File: src/design/elp_pkg.sv
`default_nettype none
// ----------------------------------------------------------------------------
// elp_pkg
// Shared types and constants of the ASCII expression line parser.
// ----------------------------------------------------------------------------
package elp_pkg;

	localparam int LINE_LEN = 20;
	localparam int CNT_W    = $clog2(LINE_LEN);
	localparam int MAG_W    = 57;
	localparam int VAL_W    = 58;
	localparam int Q_DEPTH  = 4;
	localparam int Q_AW     = $clog2(Q_DEPTH);
	localparam int OUT_W    = 3 + 2 * VAL_W;
	localparam int OUT_BW   = ((OUT_W + 7) / 8) * 8;

	// Token kinds passed from the front to the back.
	localparam logic [1:0] TOK_CHAR = 2'd0;
	localparam logic [1:0] TOK_END  = 2'd1;
	localparam logic [1:0] TOK_OVF  = 2'd2;

	// Result kinds.
	localparam logic [1:0] KIND_CMD     = 2'd0;
	localparam logic [1:0] KIND_INVALID = 2'd1;
	localparam logic [1:0] KIND_DIV0    = 2'd2;
	localparam logic [1:0] KIND_LONG    = 2'd3;

	// Operator codes.
	localparam logic [2:0] OP_ADD    = 3'd0;
	localparam logic [2:0] OP_SUB    = 3'd1;
	localparam logic [2:0] OP_MUL    = 3'd2;
	localparam logic [2:0] OP_DIV    = 3'd3;
	localparam logic [2:0] OP_MATMUL = 3'd4;

	// Characters.
	localparam logic [7:0] CH_PLUS  = 8'h2B;
	localparam logic [7:0] CH_MINUS = 8'h2D;
	localparam logic [7:0] CH_SLASH = 8'h2F;
	localparam logic [7:0] CH_X_LO  = 8'h78;
	localparam logic [7:0] CH_X_UP  = 8'h58;
	localparam logic [7:0] CH_STAR  = 8'h2A;
	localparam logic [7:0] CH_Z_LO  = 8'h7A;
	localparam logic [7:0] CH_CR    = 8'h0D;
	localparam logic [7:0] CH_LF    = 8'h0A;
	localparam logic [7:0] CH_ZERO  = 8'h30;
	localparam logic [7:0] CH_NINE  = 8'h39;
	localparam logic [7:0] CH_SPACE = 8'h20;

	typedef struct packed {
		logic [1:0] kind;
		logic       is_digit;
		logic       is_space;
		logic       is_minus;
		logic       is_op;
		logic [2:0] op;
		logic [3:0] digit;
	} tok_t;

endpackage
`default_nettype wire

File: src/design/elp_front.sv
`default_nettype none
// ----------------------------------------------------------------------------
// elp_front
// Counts line fill, detects overflow and line ends, and classifies characters.
// ----------------------------------------------------------------------------
module elp_front (
	input  wire logic         clk,
	input  wire logic         arst_n,
	input  wire logic         in_valid,
	input  wire logic [7:0]   in_byte,
	input  wire logic         q_full,
	output logic              in_ready,
	output logic              q_wr,
	output elp_pkg::tok_t     q_data
);

	logic [elp_pkg::CNT_W-1:0] fill_q;
	logic                      take;
	logic                      full_line;
	logic                      line_end;

	assign in_ready  = !q_full;
	assign take      = in_valid && !q_full;
	assign q_wr      = take;
	assign full_line = (fill_q == elp_pkg::CNT_W'(elp_pkg::LINE_LEN - 1));
	assign line_end  = (in_byte == elp_pkg::CH_CR) || (in_byte == elp_pkg::CH_LF);

	always_comb begin
		q_data          = '0;
		q_data.is_digit = (in_byte >= elp_pkg::CH_ZERO) && (in_byte <= elp_pkg::CH_NINE);
		q_data.is_space = (in_byte == elp_pkg::CH_SPACE);
		q_data.is_minus = (in_byte == elp_pkg::CH_MINUS);
		q_data.is_op    = (in_byte == elp_pkg::CH_PLUS) || (in_byte == elp_pkg::CH_MINUS) ||
			(in_byte == elp_pkg::CH_SLASH) || (in_byte == elp_pkg::CH_X_LO) ||
			(in_byte == elp_pkg::CH_X_UP) || (in_byte == elp_pkg::CH_STAR) ||
			(in_byte == elp_pkg::CH_Z_LO);
		q_data.digit    = in_byte[3:0];
		case (in_byte)
			elp_pkg::CH_PLUS:  q_data.op = elp_pkg::OP_ADD;
			elp_pkg::CH_MINUS: q_data.op = elp_pkg::OP_SUB;
			elp_pkg::CH_SLASH: q_data.op = elp_pkg::OP_DIV;
			elp_pkg::CH_Z_LO:  q_data.op = elp_pkg::OP_MATMUL;
			default:           q_data.op = elp_pkg::OP_MUL;
		endcase
		// A full buffer wins over a line end in the same character.
		if (full_line) begin
			q_data.kind = elp_pkg::TOK_OVF;
		end else if (line_end) begin
			q_data.kind = elp_pkg::TOK_END;
		end else begin
			q_data.kind = elp_pkg::TOK_CHAR;
		end
	end

	always_ff @(posedge clk or negedge arst_n) begin
		if (!arst_n) begin
			fill_q <= '0;
		end else if (take) begin
			if (full_line || line_end) begin
				fill_q <= '0;
			end else begin
				fill_q <= fill_q + 1'b1;
			end
		end
	end

endmodule
`default_nettype wire

File: src/design/elp_fifo.sv
`default_nettype none
// ----------------------------------------------------------------------------
// elp_fifo
// Short token queue between the front and the back.
// ----------------------------------------------------------------------------
module elp_fifo (
	input  wire logic          clk,
	input  wire logic          arst_n,
	input  wire logic          wr,
	input  elp_pkg::tok_t      wr_data,
	output logic               full,
	output logic               rd_valid,
	output elp_pkg::tok_t      rd_data,
	input  wire logic          rd_take
);

	elp_pkg::tok_t             mem_q [elp_pkg::Q_DEPTH];
	logic [elp_pkg::Q_AW-1:0]  wp_q;
	logic [elp_pkg::Q_AW-1:0]  rp_q;
	logic [elp_pkg::Q_AW:0]    cnt_q;
	logic                      do_rd;

	assign full     = (cnt_q == (elp_pkg::Q_AW + 1)'(elp_pkg::Q_DEPTH));
	assign rd_valid = (cnt_q != '0);
	assign rd_data  = mem_q[rp_q];
	assign do_rd    = rd_take && rd_valid;

	always_ff @(posedge clk) begin
		if (wr) begin
			mem_q[wp_q] <= wr_data;
		end
	end

	always_ff @(posedge clk or negedge arst_n) begin
		if (!arst_n) begin
			wp_q  <= '0;
			rp_q  <= '0;
			cnt_q <= '0;
		end else begin
			if (wr) begin
				wp_q <= wp_q + 1'b1;
			end
			if (do_rd) begin
				rp_q <= rp_q + 1'b1;
			end
			if (wr && !do_rd) begin
				cnt_q <= cnt_q + 1'b1;
			end else if (!wr && do_rd) begin
				cnt_q <= cnt_q - 1'b1;
			end
		end
	end

endmodule
`default_nettype wire

File: src/design/elp_back.sv
`default_nettype none
// ----------------------------------------------------------------------------
// elp_back
// Parses the token stream into operands and operator and holds the result.
// ----------------------------------------------------------------------------
module elp_back (
	input  wire logic                         clk,
	input  wire logic                         arst_n,
	input  wire logic                         tok_valid,
	input  elp_pkg::tok_t                     tok,
	output logic                              tok_take,
	output logic                              out_valid,
	input  wire logic                         out_ready,
	output logic [1:0]                        out_kind,
	output logic [2:0]                        out_op,
	output logic [elp_pkg::VAL_W-1:0]         out_first,
	output logic [elp_pkg::VAL_W-1:0]         out_second
);

	// Operand scan states.
	localparam logic [2:0] OPD_LEAD  = 3'd0;
	localparam logic [2:0] OPD_SIGN  = 3'd1;
	localparam logic [2:0] OPD_DIG   = 3'd2;
	localparam logic [2:0] OPD_TRAIL = 3'd3;
	localparam logic [2:0] OPD_BAD   = 3'd4;

	localparam int MAG_W = elp_pkg::MAG_W;

	function automatic logic [2:0] opd_next(input logic [2:0] st, input elp_pkg::tok_t t);
		logic [2:0] nx;
		nx = OPD_BAD;
		case (st)
			OPD_LEAD: begin
				if (t.is_space) nx = OPD_LEAD;
				else if (t.is_minus) nx = OPD_SIGN;
				else if (t.is_digit) nx = OPD_DIG;
			end
			OPD_SIGN, OPD_DIG: begin
				if (t.is_digit) nx = OPD_DIG;
				else if (t.is_space) nx = OPD_TRAIL;
			end
			OPD_TRAIL: begin
				if (t.is_space) nx = OPD_TRAIL;
			end
			default: nx = OPD_BAD;
		endcase
		return nx;
	endfunction

	// Saturating mag * 10 + d; the sum never reaches 2^61.
	function automatic logic [MAG_W-1:0] mag_next(input logic [MAG_W-1:0] m,
		input logic [3:0] d);
		logic [MAG_W+3:0] s;
		s = {1'b0, m, 3'b000} + {3'b000, m, 1'b0} + {{MAG_W{1'b0}}, d};
		if (s[MAG_W+3:MAG_W] != '0) begin
			return '1;
		end
		return s[MAG_W-1:0];
	endfunction

	logic [2:0]        a_st_q, b_st_q, a_st_d, b_st_d;
	logic [MAG_W-1:0]  a_mag_q, b_mag_q;
	logic              a_neg_q, b_neg_q;
	logic              phase_b_q;
	logic              seen_dig_q;
	logic [2:0]        op_q;
	logic              ovf_rep_q;
	logic              emit;
	logic              to_b;
	logic [1:0]        res_kind;
	logic [elp_pkg::VAL_W-1:0] a_val, b_val;

	assign tok_take = tok_valid && (!out_valid || out_ready);
	assign to_b     = !phase_b_q && seen_dig_q && tok.is_op;
	assign a_st_d   = opd_next(a_st_q, tok);
	assign b_st_d   = opd_next(b_st_q, tok);
	assign a_val    = a_neg_q ? (-{1'b0, a_mag_q}) : {1'b0, a_mag_q};
	assign b_val    = b_neg_q ? (-{1'b0, b_mag_q}) : {1'b0, b_mag_q};

	always_comb begin
		emit     = 1'b0;
		res_kind = elp_pkg::KIND_CMD;
		case (tok.kind)
			elp_pkg::TOK_OVF: begin
				emit     = !ovf_rep_q;
				res_kind = elp_pkg::KIND_LONG;
			end
			elp_pkg::TOK_END: begin
				emit = 1'b1;
				if (!phase_b_q || a_st_q == OPD_BAD || b_st_q == OPD_BAD) begin
					res_kind = elp_pkg::KIND_INVALID;
				end else if (op_q == elp_pkg::OP_DIV && b_mag_q == '0) begin
					res_kind = elp_pkg::KIND_DIV0;
				end else begin
					res_kind = elp_pkg::KIND_CMD;
				end
			end
			default: emit = 1'b0;
		endcase
	end

	always_ff @(posedge clk or negedge arst_n) begin
		if (!arst_n) begin
			a_st_q     <= OPD_LEAD;
			b_st_q     <= OPD_LEAD;
			a_mag_q    <= '0;
			b_mag_q    <= '0;
			a_neg_q    <= 1'b0;
			b_neg_q    <= 1'b0;
			phase_b_q  <= 1'b0;
			seen_dig_q <= 1'b0;
			op_q       <= elp_pkg::OP_ADD;
			ovf_rep_q  <= 1'b0;
			out_valid  <= 1'b0;
		end else begin
			if (tok_take && emit) begin
				out_valid <= 1'b1;
			end else if (out_ready) begin
				out_valid <= 1'b0;
			end
			if (tok_take) begin
				if (tok.kind == elp_pkg::TOK_CHAR) begin
					if (to_b) begin
						phase_b_q <= 1'b1;
						op_q      <= tok.op;
					end else if (!phase_b_q) begin
						a_st_q     <= a_st_d;
						seen_dig_q <= seen_dig_q || tok.is_digit;
						if (a_st_q == OPD_LEAD && tok.is_minus) a_neg_q <= 1'b1;
						if (a_st_d == OPD_DIG) a_mag_q <= mag_next(a_mag_q, tok.digit);
					end else begin
						b_st_q <= b_st_d;
						if (b_st_q == OPD_LEAD && tok.is_minus) b_neg_q <= 1'b1;
						if (b_st_d == OPD_DIG) b_mag_q <= mag_next(b_mag_q, tok.digit);
					end
				end else begin
					// Any line end or overflow starts a new line.
					a_st_q     <= OPD_LEAD;
					b_st_q     <= OPD_LEAD;
					a_mag_q    <= '0;
					b_mag_q    <= '0;
					a_neg_q    <= 1'b0;
					b_neg_q    <= 1'b0;
					phase_b_q  <= 1'b0;
					seen_dig_q <= 1'b0;
					op_q       <= elp_pkg::OP_ADD;
					ovf_rep_q  <= (tok.kind == elp_pkg::TOK_OVF);
				end
			end
		end
	end

	always_ff @(posedge clk) begin
		if (tok_take && emit) begin
			out_kind <= res_kind;
			if (res_kind == elp_pkg::KIND_CMD) begin
				out_op     <= op_q;
				out_first  <= a_val;
				out_second <= b_val;
			end else begin
				out_op     <= elp_pkg::OP_ADD;
				out_first  <= '0;
				out_second <= '0;
			end
		end
	end

`ifndef SYNTHESIS
	a_err_zero: assert property (@(posedge clk) disable iff (!arst_n)
		out_valid && out_kind != elp_pkg::KIND_CMD |->
		out_op == elp_pkg::OP_ADD && out_first == '0 && out_second == '0)
		else $error("error result carries nonzero payload");
	a_end_clr: assert property (@(posedge clk) disable iff (!arst_n)
		tok_take && tok.kind == elp_pkg::TOK_END |=> !ovf_rep_q)
		else $error("line end did not clear overflow flag");
	a_ovf_set: assert property (@(posedge clk) disable iff (!arst_n)
		tok_take && tok.kind == elp_pkg::TOK_OVF |=> ovf_rep_q)
		else $error("overflow did not set flag");
	a_phase: assert property (@(posedge clk) disable iff (!arst_n)
		phase_b_q |-> seen_dig_q)
		else $error("operator taken before any digit");
`endif

endmodule
`default_nettype wire

File: src/design/ascii_expression_line_parser_top.sv
`default_nettype none
// A line end or first overflow byte is queued, and the back registers m_tvalid as it takes the token.
// Throughput: one byte per cycle while m_tready is high; the back takes one token per cycle.
// A stalled output holds the back, and the four-entry token queue then fills before s_tready drops.
// Reset (arst_n low) clears the fill count, queue, parse state and overflow flag at once.
// ----------------------------------------------------------------------------
// ascii_expression_line_parser_top
// Parses received ASCII command lines into an operator and two signed operands.
// ----------------------------------------------------------------------------
module ascii_expression_line_parser_top (
	input  wire logic                        clk,
	input  wire logic                        arst_n,
	input  wire logic                        s_tvalid,
	output logic                             s_tready,
	input  wire logic [7:0]                  s_tdata,  // rx_byte
	output logic                             m_tvalid,
	input  wire logic                        m_tready,
	output logic [elp_pkg::OUT_BW-1:0]       m_tdata,  // op_code, first_value, second_value
	output logic [1:0]                       m_tuser   // kind
);

	elp_pkg::tok_t              f_data;
	elp_pkg::tok_t              q_data;
	logic                       f_wr;
	logic                       q_full;
	logic                       q_valid;
	logic                       q_take;
	logic [1:0]                 kind;
	logic [2:0]                 op_code;
	logic [elp_pkg::VAL_W-1:0]  first_value;
	logic [elp_pkg::VAL_W-1:0]  second_value;

	elp_front u_front (
		.clk      (clk),
		.arst_n   (arst_n),
		.in_valid (s_tvalid),
		.in_byte  (s_tdata),
		.q_full   (q_full),
		.in_ready (s_tready),
		.q_wr     (f_wr),
		.q_data   (f_data)
	);

	elp_fifo u_fifo (
		.clk      (clk),
		.arst_n   (arst_n),
		.wr       (f_wr),
		.wr_data  (f_data),
		.full     (q_full),
		.rd_valid (q_valid),
		.rd_data  (q_data),
		.rd_take  (q_take)
	);

	elp_back u_back (
		.clk        (clk),
		.arst_n     (arst_n),
		.tok_valid  (q_valid),
		.tok        (q_data),
		.tok_take   (q_take),
		.out_valid  (m_tvalid),
		.out_ready  (m_tready),
		.out_kind   (kind),
		.out_op     (op_code),
		.out_first  (first_value),
		.out_second (second_value)
	);

	assign m_tdata = {{(elp_pkg::OUT_BW - elp_pkg::OUT_W){1'b0}},
		second_value, first_value, op_code};
	assign m_tuser = kind;

endmodule
`default_nettype wire
File: config.mk
export PLATFORM = sky130hd
export DESIGN_NAME = ascii_expression_line_parser_top
export DESIGN_NICKNAME = d
export VERILOG_FILES = /design/src/design/elp_pkg.sv /design/src/design/elp_front.sv /design/src/design/elp_fifo.sv /design/src/design/elp_back.sv /design/src/design/ascii_expression_line_parser_top.sv
export SDC_FILE = /design/constraint.sdc
export NUM_CORES = 1
export LEC_CHECK = 0
export BUFFER_PORTS_ARGS = -buffer_cell sky130_fd_sc_hd__clkbuf_2
export CAP_MARGIN = 30
export CORE_ASPECT_RATIO = 1.5
export CORE_MARGIN = 2
export CORE_UTILIZATION = 40
export CTS_CLUSTER_SIZE = 16
export DETAILED_ROUTE_END_ITERATION = 16
export SLEW_MARGIN = 20
export SYNTH_ARGS = -nofsm -noshare
export SYNTH_HDL_FRONTEND = slang
export SYNTH_SLANG_ARGS = --single-unit
File: constraint.sdc
create_clock -name clk -period 10.5 [get_ports clk]
set_input_delay 0 -clock clk [delete_from_list [all_inputs] [get_ports clk]]
set_output_delay 0 -clock clk [all_outputs]
set_load 0.02 [all_outputs]
# Yosys cells after proc, flatten, opt, wreduce, memory -nomap -nowiden
# Memory sizes are Yosys's and may differ from the RTL's.
# Index checks and enable logic that the tools add are counted.
[classes]
shifts = 0
n_bitwise = 1
add_sub_neg = 11
mux = 68
order_cmp = 2
n_mul = 0
reduce_logical = 52
n_eq_ne = 33
div_mod_pow = 0
[ops]
columns = ["op", "n"]
rows = [
  ["57-bit two-way mux", 14],
  ["60-bit by 58-bit adder with 61-bit output", 2],
  ["61-bit by 4-bit adder with 61-bit output", 2],
  ["57-bit negator with 58-bit output", 2],
  ["57-bit zero test", 1],
  ["3-bit two-way mux", 15],
  ["8-bit by 6-bit == test with 1-bit output, second input constant", 5],
  ["1-bit two-way mux", 30],
  ["8-bit by 7-bit == test with 1-bit output, second input constant", 3],
  ["3-bit by 2-bit == test with 1-bit output, second input constant", 7],
  ["3-bit one-hot mux with 3 select lines", 2],
  ["8-bit by 4-bit == test with 1-bit output, second input constant", 2],
  ["4-bit AND reduction", 4],
  ["1-bit logical AND", 12],
  ["1-bit logical OR", 12],
  ["2-bit != test, second input constant", 6],
  ["3-bit one-hot mux with 4 select lines", 1],
  ["3-bit == test, second input constant", 3],
  ["8-bit by 6-bit greater-or-equal comparator with 1-bit output, second input constant", 1],
  ["8-bit by 6-bit less-or-equal comparator with 1-bit output, second input constant", 1],
  ["2-bit AND reduction", 4],
  ["4-bit nonzero test", 2],
  ["3-bit by 1-bit == test with 1-bit output, second input constant", 2],
  ["1-bit zero test", 6],
  ["other kinds (19)", 28],
]
[totals]
latch_bits = 0
elab_cells = 189
ram_bits = 52
regBits = 262
memories = 1
out_inout_bits = 124
romBits = 0
[mem_list]
columns = ["name", "depth", "word_bits", "rd", "rd_ports_with_merged_regs", "wr", "line", "source"]
rows = [
  ["u_fifo.mem_q", 4, 13, 1, 0, 1, "elp_fifo.sv:17", "elp_pkg::tok_t mem_q [elp_pkg::Q_DEPTH];"],
]

# Depth between registers and ports, before layout
# Gate-level depths: netlist of the first run.
# An unclocked memory read counts as a cell.
[depth]
depth_word = 16
ltp_mapped = 19
mapped_depth_nobuf = 15

# Cells and area by module
# Synthesis of the first run repeated with hierarchy kept, for this count alone.
[unflattened]
cells_unflattened = 2270
hier_area_um2 = 22506.6
[by_module_without_submodules]
columns = ["module", "area_per_inst_um2", "cells_per_inst", "instances"]
rows = [
  ["elp_back", 19642.6, 2096, 1],
  ["elp_fifo", 2302.2, 102, 1],
  ["elp_front", 550.5, 70, 1],
  ["ascii_expression_line_parser_top", 11.3, 2, 1],
]

# Worst setup path after synthesis of the first run
# OpenSTA, ideal clock, no wires.
[synth_timing]
path_kind = "register to register"
startpoint = "register u_fifo.rp_q[0] (netlist bit)"
endpoint = "register u_back.out_first[0] (netlist bit) (enable)"
n_path_buf = 2
path_stages_with_launch = 9
slack_ns = 2.652
arrival_time_ns = 7.246
period_less_slack_ns = 7.848
required_time_ns = 9.898
path_cell_list = "dfrtp_1 > clkbuf_1 > buf_1 > mux4_2 > inv_1 > ha_1 > nor2b_1 > o21ai_0 > nor2_1"
[synth_between]
elab_chain_cells = 4
elab_cells_between_ends = 5
classes_between = "2 x eq/ne; 1 x mux; 1 x reduce/logical; 1 x memory"
[synth_rtl]
columns = ["item", "line", "source"]
rows = [
  ["start: declaration", "elp_fifo.sv:19", "logic [elp_pkg::Q_AW-1:0] rp_q;"],
  ["start signal: assignment", "elp_fifo.sv:44", "rp_q <= rp_q + 1'b1;"],
  ["memory read 4 x 13 bit (*)", "n/a", ""],
  ["2-bit by 1-bit == test with 1-bit output / 2-bit == test (equally long branches)", "elp_back.sv:83", "case (tok.kind)"],
  ["1-bit one-hot mux with 2 select lines (*)", "elp_back.sv:83", ""],
  ["1-bit logical AND (*)", "elp_back.sv:154", "if (tok_take && emit) begin"],
  ["end signal: assignment", "elp_back.sv:158", "out_first <= a_val;"],
  ["end: declaration", "elp_back.sv:16", "output logic [elp_pkg::VAL_W-1:0] out_first,"],
]
# Every way passes the cells marked *; elsewhere a longest branch is shown, timed or not.
# A chain may end at the register's enable or synchronous reset.

# Worst setup path after layout of the first run
[layout_timing]
startpoint = "register u_fifo.rp_q[0] (netlist bit)"
endpoint = "register u_back.a_mag_q[14]"
[layout_between]
elab_chain_cells = 14
elab_cells_between_ends = 27
classes_between = "1 x add/sub; 4 x eq/ne; 17 x mux; 4 x reduce/logical; 1 x memory"
[layout_rtl]
columns = ["item", "line", "source"]
rows = [
  ["memory read 4 x 13 bit (*)", "n/a", ""],
  ["61-bit by 4-bit adder with 61-bit output", "elp_back.sv:54", "s = {1'b0, m, 3'b000} + {3'b000, m, 1'b0} + {{MAG_W{1'b0}}, d};"],
  ["4-bit nonzero test", "elp_back.sv:55", "if (s[MAG_W+3:MAG_W] != '0) begin"],
  ["1-bit two-way mux", "elp_back.sv:55", ""],
  ["1-bit two-way mux", "elp_back.sv:130", "if (a_st_d == OPD_DIG) a_mag_q <= mag_next(a_mag_q, tok.digit);"],
  ["1-bit two-way mux", "elp_back.sv:126", "end else if (!phase_b_q) begin"],
  ["1-bit two-way mux", "elp_back.sv:123", "if (to_b) begin"],
  ["1-bit two-way mux", "elp_back.sv:122", "if (tok.kind == elp_pkg::TOK_CHAR) begin"],
  ["1-bit two-way mux", "elp_back.sv:121", "if (tok_take) begin"],
  ["57-bit two-way mux", "elp_back.sv:58", "return s[MAG_W-1:0];"],
  ["57-bit two-way mux", "elp_back.sv:130", ""],
  ["57-bit two-way mux", "elp_back.sv:126", ""],
  ["57-bit two-way mux", "elp_back.sv:123", ""],
  ["57-bit two-way mux", "elp_back.sv:122", ""],
  ["end signal: assignment", "elp_back.sv:130", ""],
  ["end: declaration", "elp_back.sv:62", "logic [MAG_W-1:0] a_mag_q, b_mag_q;"],
]
# Every way passes the cells marked *; elsewhere a longest branch is shown, timed or not. The select of a mux whose other input is x is not followed.

==> results of run 1 <==
==> metrics by stage <==
step                      hold WS (ns)  utilization, %
after floorplan                 -0.296               -
after global placement          0.0778            42.8
after detailed placement        0.0811            42.8
after CTS                       0.0418            45.2
after global routing            0.0989            45.3
final                           0.0432            45.3
==> cells in the mapped netlist (6+ instances only) <==
| master | count |
|---|---|
| a2111oi_0 | 6 |
| a211o_1 | 7 |
| a211oi_1 | 12 |
| a21o_1 | 45 |
| a21oi_1 | 145 |
| a221o_1 | 105 |
| a221oi_1 | 7 |
| a31oi_1 | 15 |
| and2_1 | 9 |
| and3_1 | 17 |
| buf_1 | 7 |
| clkbuf_1 | 107 |
| dfrtp_1 | 141 |
| edfxtp_1 | 173 |
| ha_1 | 237 |
| inv_1 | 56 |
| mux4_2 | 13 |
| nand2_1 | 190 |
| nand2b_1 | 17 |
| nand3_1 | 24 |
| nand4_1 | 31 |
| nor2_1 | 213 |
| nor2b_1 | 26 |
| nor3_1 | 38 |
| nor4_1 | 26 |
| o211ai_1 | 13 |
| o21a_1 | 24 |
| o21ai_0 | 135 |
| o21bai_1 | 22 |
| o31ai_1 | 46 |
| o41ai_1 | 14 |
| or2_2 | 15 |
| or3_1 | 30 |
| or4_1 | 19 |
| xnor2_1 | 72 |
| xor2_1 | 149 |
==> power breakdown <==
part	switching [mW]	leakage (nW)	total [mW]	internal, mW
Combinational	1.52	7.83	2.09	0.569
Sequential	0.153	3.58	1.85	1.70
Clock	0.545	0.576	1.29	0.749
==> cells by family after synthesis <==
kind of cell    Yosys count  synth area share, %
mux                      19                 1.58
flops                   314                 38.7
buf+inv                 174                 2.92
other cells               1               0.0166
xor+xnor                221                 8.58
compound gates          648                 20.0
simple gates            684                 14.6
fa+ha+maj               242                 13.6
==> metal layers <==
| metal | up-vias | share of wire [%] |
|---|---|---|
| li1 | 8861 | - |
| met1 | 8974 | 39 |
| met2 | 440 | 54 |
| met3 | 151 | 3.3 |
| met4 | 0 | 4.5 |
| met5 | - | 0 |
==> flip-flops by register name, indices dropped and copies added, names as in the netlist, 2 cells and up <==
name / cells
u_back.a_mag_q: 57
u_back.a_st_q: 3
u_back.b_mag_q: 57
u_back.b_st_q: 3
u_back.op_q: 3
u_back.out_first: 58
u_back.out_kind: 2
u_back.out_op: 3
u_back.out_second: 58
u_fifo.cnt_q: 3
u_fifo.mem_q: 52
u_fifo.rp_q: 2
u_fifo.wp_q: 2
u_front.fill_q: 5
==> critical path, cell delays in order (launching register included) <==
cell       delay (ns)
dfrtp_1          0.93
mux4_2           0.59
inv_1            0.14
fa_1             0.43
inv_1            0.11
ha_1             0.25
a211oi_1         0.36
o211a_1          0.25
o31ai_1          0.13
a31oi_1          0.37
o41a_1           0.31
o21bai_1         0.12
a2111oi_0        0.53
xnor2_1          0.12
buf_4            0.19
o31a_1           0.28
buf_4            0.28
a221o_1          0.33
==> worst max-delay path by stage <==
stage / start / endpoint / slack, ns / cells after the start
after global routing: u_fifo.rp_q[0] / u_back.a_mag_q[15] / 4.18 / 17
after global placement: u_fifo.rp_q[0] / u_back.a_mag_q[16] / 4.67 / 17
after floorplan: u_fifo.rp_q[0] / u_back.out_first[0] / 2.65 / 8
final: u_fifo.rp_q[0] / u_back.a_mag_q[14] / 4.60 / 17
after detailed placement: u_fifo.rp_q[0] / u_back.a_mag_q[14] / 4.56 / 17
after CTS: u_fifo.rp_q[0] / u_back.a_mag_q[31] / 4.53 / 17
==> layout make-up <==
| class | instances | area [µm²] | area share (%) |
|---|---|---|---|
| inverters | 58 | 218 | 0.863 |
| well taps | 702 | 878 | 3.48 |
| repair buffers | 166 | 977 | 3.88 |
| clock inverters | 20 | 258 | 1.02 |
| clock buffers | 44 | 940 | 3.73 |
| multi-input cells | 1815 | 13200 | 52.4 |
| flip-flops and latches | 314 | 8730 | 34.6 |
==> what timing repair did <==
item,CTS,global route
resized for setup,0,0
endpoints found under the hold margin,112,0
hold buffers,14,0
==> placed cells by master, fill, tap and decap left out, drive strengths merged, types with 61 or more instances in the layout <==
cell    count
xor2      149
clkbuf    177
xnor2      72
o21ai     136
edfxtp    173
ha        237
dfrtp     141
inv        61
nand2     190
a21oi     145
a221o     105
nor2      213
==> results.sh, run 1 <==
export IMPL_clk_latency_ns=0.57
export IMPL_powerDensity_nw_per_um2=208
export IMPL_seq_area_frac_synth_pct=38.7
export IMPL_antenna_cells=0
export IMPL_dpl_cell_area_um2=23900
export IMPL_finalSetupTns_ns=0
export IMPL_grt_use_met1_pct=24.4
export IMPL_gp_congestion=0.924
export IMPL_r2r_cells=17
export IMPL_tightestPinTransition_ns=0.897
export IMPL_hold_viol_final=0
export IMPL_vias=18426
export IMPL_finClkSkew_ns=0.0214
export IMPL_gr_usage_met2_pct=42.6
export IMPL_synth_distinct_cells=75
export IMPL_grt_usage_pct=22.3
export IMPL_period_share_pct=56.2
export IMPL_placed_cells=3040
export IMPL_wirelength_um=64300
export IMPL_cts_tree="yes"
export IMPL_synth_edf_count=173
export IMPL_crit_path_end_kind="flop"
export IMPL_vias_per_cell=5.91
export IMPL_synth_top_area_cell="edfxtp_1"
export IMPL_relSlewSlack_pct=40.2
export IMPL_fillers=5360
export IMPL_grt_busiest_layer="met2"
export IMPL_portBuffers=134
export IMPL_r2r_slack_ns=4.60
export IMPL_setup_viol=0
export IMPL_synth_async_reset_ratio_pct=44.9
export IMPL_die_area_um2=58300
export IMPL_drt_initial_drc_count=1216
export IMPL_pre_cts_ws_ns=4.56
export IMPL_cp_max_fo=46
export IMPL_worst_slack_ns=4.60
export IMPL_p_leak_nw=12.0
export IMPL_drv_cap=0
export IMPL_die_h_um=295
export IMPL_syn_area_um2=22600
export IMPL_antenna_found_initial=0
export IMPL_grt_pass1_wl_um=102000
export IMPL_startpoint_type="flop"
export IMPL_clock_fmax_mhz=169
export IMPL_cts_root_buf="clkbuf_16"
export IMPL_ir_worst_vdd_mv=0.213
export IMPL_finalCriticalPeriod_ns=5.90
export IMPL_grt_max_degree=78
export IMPL_hold_class="in2async"
export IMPL_grt_overflow_total=0
export IMPL_clock_path_buffers=3
export IMPL_ant_nets=0
export IMPL_syn2layout_area_growth_pct=11.8
export IMPL_rows=106
export IMPL_power_mw=5.24
export IMPL_regToRegEndpoint="u_back.a_mag_q[14]"
export IMPL_synth_flop_cell="edfxtp_1"
export IMPL_slew_violations=0
export IMPL_grt_pass1_vias=18814
export IMPL_crit_required_ns=10.94
export IMPL_outcome="finished clean"
export IMPL_hpwl_um=48200
export IMPL_cts_setup_buffers=0
export IMPL_pin_count=136
export IMPL_crit_type="reg2reg"
export IMPL_synthesis_nets=2557
export IMPL_rsz0062_at_grt="false"
export IMPL_synth_avg_cell_area_um2=9.80
export IMPL_synth_top_area_share_pct=23.0
export IMPL_fp_dieW_um=198
export IMPL_regToRegStartpoint="u_fifo.rp_q[0]"
export IMPL_drtPass1Iterations=5
export IMPL_critical_path_arrival_ns=6.34
export IMPL_cts_max_level=2
export IMPL_synthCells=2303
export IMPL_layout_nets=2644
export IMPL_drive_above_1_share_pct=11.0
export IMPL_use_met3_pct=2.55
export IMPL_path_clk_slew_ns=0.06
export IMPL_wl_per_cell_um=20.6
export IMPL_clkSinkCount=314
export IMPL_layout_cells_non_filler=3119
export IMPL_start_util_pct=40.5
export IMPL_cts_buffers=35
export IMPL_yosysWarnings=0
export IMPL_synth_area_top_cells="edfxtp_1 (23%), dfrtp_1 (16%), ha_1 (13%)"
export IMPL_finalInstanceArea_um2=25200
export IMPL_coreArea_um2=55700
export IMPL_ys_ff_latch=314
export IMPL_drc=0
Power figures use the tool's default switching activity.
==> inputs of run 2 (changes only) <==
==> constraint.sdc (replaced) <==
create_clock -name clk -period 5.25 [get_ports clk]
set_input_delay 0 -clock clk [delete_from_list [all_inputs] [get_ports clk]]
set_output_delay 0 -clock clk [all_outputs]
set_load 0.02 [all_outputs]
==> results.sh, run 2 (synthesis gave the netlist of run 1 again) <==
export IMPL_finalSetupTns_ns=0
export IMPL_rows=106
export IMPL_die_area_um2=58300
export IMPL_crit_type="reg2reg"
export IMPL_antenna_cells=0
export IMPL_finalInstanceArea_um2=25400
export IMPL_vias_per_cell=5.89
export IMPL_start_util_pct=40.5
export IMPL_wl_per_cell_um=20.3
export IMPL_clk_latency_ns=0.57
export IMPL_gp_congestion=0.911
export IMPL_critical_path_arrival_ns=5.35
export IMPL_cts_buffers=35
export IMPL_hold_viol_final=0
export IMPL_p_leak_nw=12.1
export IMPL_tightestPinTransition_ns=0.779
export IMPL_wirelength_um=63500
export IMPL_drtPass1Iterations=5
export IMPL_drv_cap=0
export IMPL_grt_usage_pct=21.9
export IMPL_startpoint_type="flop"
export IMPL_grt_overflow_total=0
export IMPL_drt_initial_drc_count=933
export IMPL_setup_viol=0
export IMPL_period_share_pct=93.4
export IMPL_finClkSkew_ns=0.0146
export IMPL_cts_setup_buffers=0
export IMPL_gr_usage_met2_pct=42.1
export IMPL_fillers=5339
export IMPL_rsz0062_at_grt="false"
export IMPL_path_clk_slew_ns=0.06
export IMPL_vias=18450
export IMPL_top_regs="u_back.out_first: 58 flops, u_back.out_second: 58 flops"
export IMPL_coreArea_um2=55700
export IMPL_clock_fmax_mhz=204
export IMPL_regToRegStartpoint="u_fifo.rp_q[0]"
export IMPL_layout_common_cells="ha_1 (237), nor2_1 (211), nand2_1 (188)"
export IMPL_dpl_cell_area_um2=24000
export IMPL_final_common_cell="ha_1"
export IMPL_grt_busiest_layer="met2"
export IMPL_grt_pass1_vias=18767
export IMPL_powerDensity_nw_per_um2=418
export IMPL_ant_nets=0
export IMPL_crit_start="u_fifo.rp_q[0]"
export IMPL_use_met3_pct=2.53
export IMPL_fp_dieW_um=198
export IMPL_relSlewSlack_pct=46.7
export IMPL_syn2layout_area_growth_pct=12.5
export IMPL_layout_nets=2658
export IMPL_cts_max_level=2
export IMPL_die_h_um=295
export IMPL_portBuffers=134
export IMPL_hpwl_um=48100
export IMPL_crit_path_end_kind="flop"
export IMPL_r2r_cells=16
export IMPL_drive_above_1_share_pct=11.2
export IMPL_drc=0
export IMPL_hold_class="in2reg"
export IMPL_pin_count=136
export IMPL_ir_worst_vdd_mv=0.369
export IMPL_clock_path_buffers=3
export IMPL_grt_max_degree=94
export IMPL_finalCriticalPeriod_ns=4.90
export IMPL_cts_root_buf="clkbuf_16"
export IMPL_hp_start="m_tready"
export IMPL_cts_tree="yes"
export IMPL_crit_required_ns=5.69
export IMPL_grt_use_met1_pct=24.1
export IMPL_cp_max_fo=17
export IMPL_outcome="finished clean"
export IMPL_grt_pass1_wl_um=101000
export IMPL_slew_violations=0
export IMPL_hold_depth=4
export IMPL_antenna_found_initial=0
export IMPL_clkSinkCount=314
run 2: cell types whose count changed in the layout (fill, tap and decap cells not counted), sizes merged:
cell         before  now
buf              19   34
clkinv            9   12
clkinvlp          4    2
dlygate4sd3      14   13
inv              61   59
clkbuf          177  178
run 2: layout make-up:
class	count	area (µm²)	share of cell area [%]
flip-flops and latches	314	8730	34.4
clock buffers	45	943	3.72
multi-input cells	1815	13200	52.1
inverters	58	218	0.858
well taps	702	878	3.46
repair buffers	180	1150	4.55
clock inverters	19	230	0.907
run 2: routing by layer:
metal,vias to the layer above,wire length [µm],share of wire (%)
li1,8895,-,-
met1,8961,24800,39
met2,465,33900,53
met3,129,2300,3.6
met4,0,2460,3.9
met5,-,0,0
run 2: where the power goes:
| part | switching, mW | internal (mW) | total [mW] |
|---|---|---|---|
| sequential | 0.269 | 3.39 | 3.66 |
| clock | 1.07 | 1.49 | 2.55 |
| combinational | 3.10 | 1.29 | 4.38 |
| total | 4.44 | 6.17 | 10.6 |
run 2: repair_timing:
item,in CTS,in global routing
endpoints found under the setup margin,0,33
hold buffers,12,1
gates resized for setup,0,1
hold endpoints to repair,133,2
run 2: final timing paths:
| check | end | slack, ns |
|---|---|---|
| worst max register to register | u_back.b_mag_q[11] | 0.35 |
| worst max-delay path | u_back.b_mag_q[11] | 0.35 |
| min in group asynchronous | u_fifo.wp_q[1] | 0.47 |
| max in group asynchronous | u_back.a_neg_q | 3.60 |
| worst min register to register | u_back.op_q[2] | 0.48 |
| worst min-delay path | u_back.out_valid | 0.29 |
run 2: worst max-delay path, cell delays in order, from the launching register on:
cell and delay (ns):
dfrtp_1 0.38, buf_4 0.18, mux4_2 0.56, ha_1 0.30, ha_1 0.24, fa_1 0.43
a211oi_1 0.23, o21ai_0 0.22, o21ai_1 0.27, a21oi_1 0.21, o2111ai_1 0.31, nand3b_1 0.17
a21boi_0 0.24, xor2_1 0.27, a31oi_4 0.21, buf_4 0.25, a221o_1 0.28
run 2: stage by stage:
stage	power [mW]	setup slack, ns	instances	hold WS (ns)	util [%]
final	10.6	0.347	3133	0.289	45.5
after global routing	11.3	0.0500	3133	0.300	45.5
after CTS	10.8	0.287	3130	0.133	45.4
after detailed placement	8.15	0.315	3054	0.178	43.1
after global placement	8.04	0.430	3052	0.171	43.1
after floorplan	6.49	0.0396	2303	-0.296	-
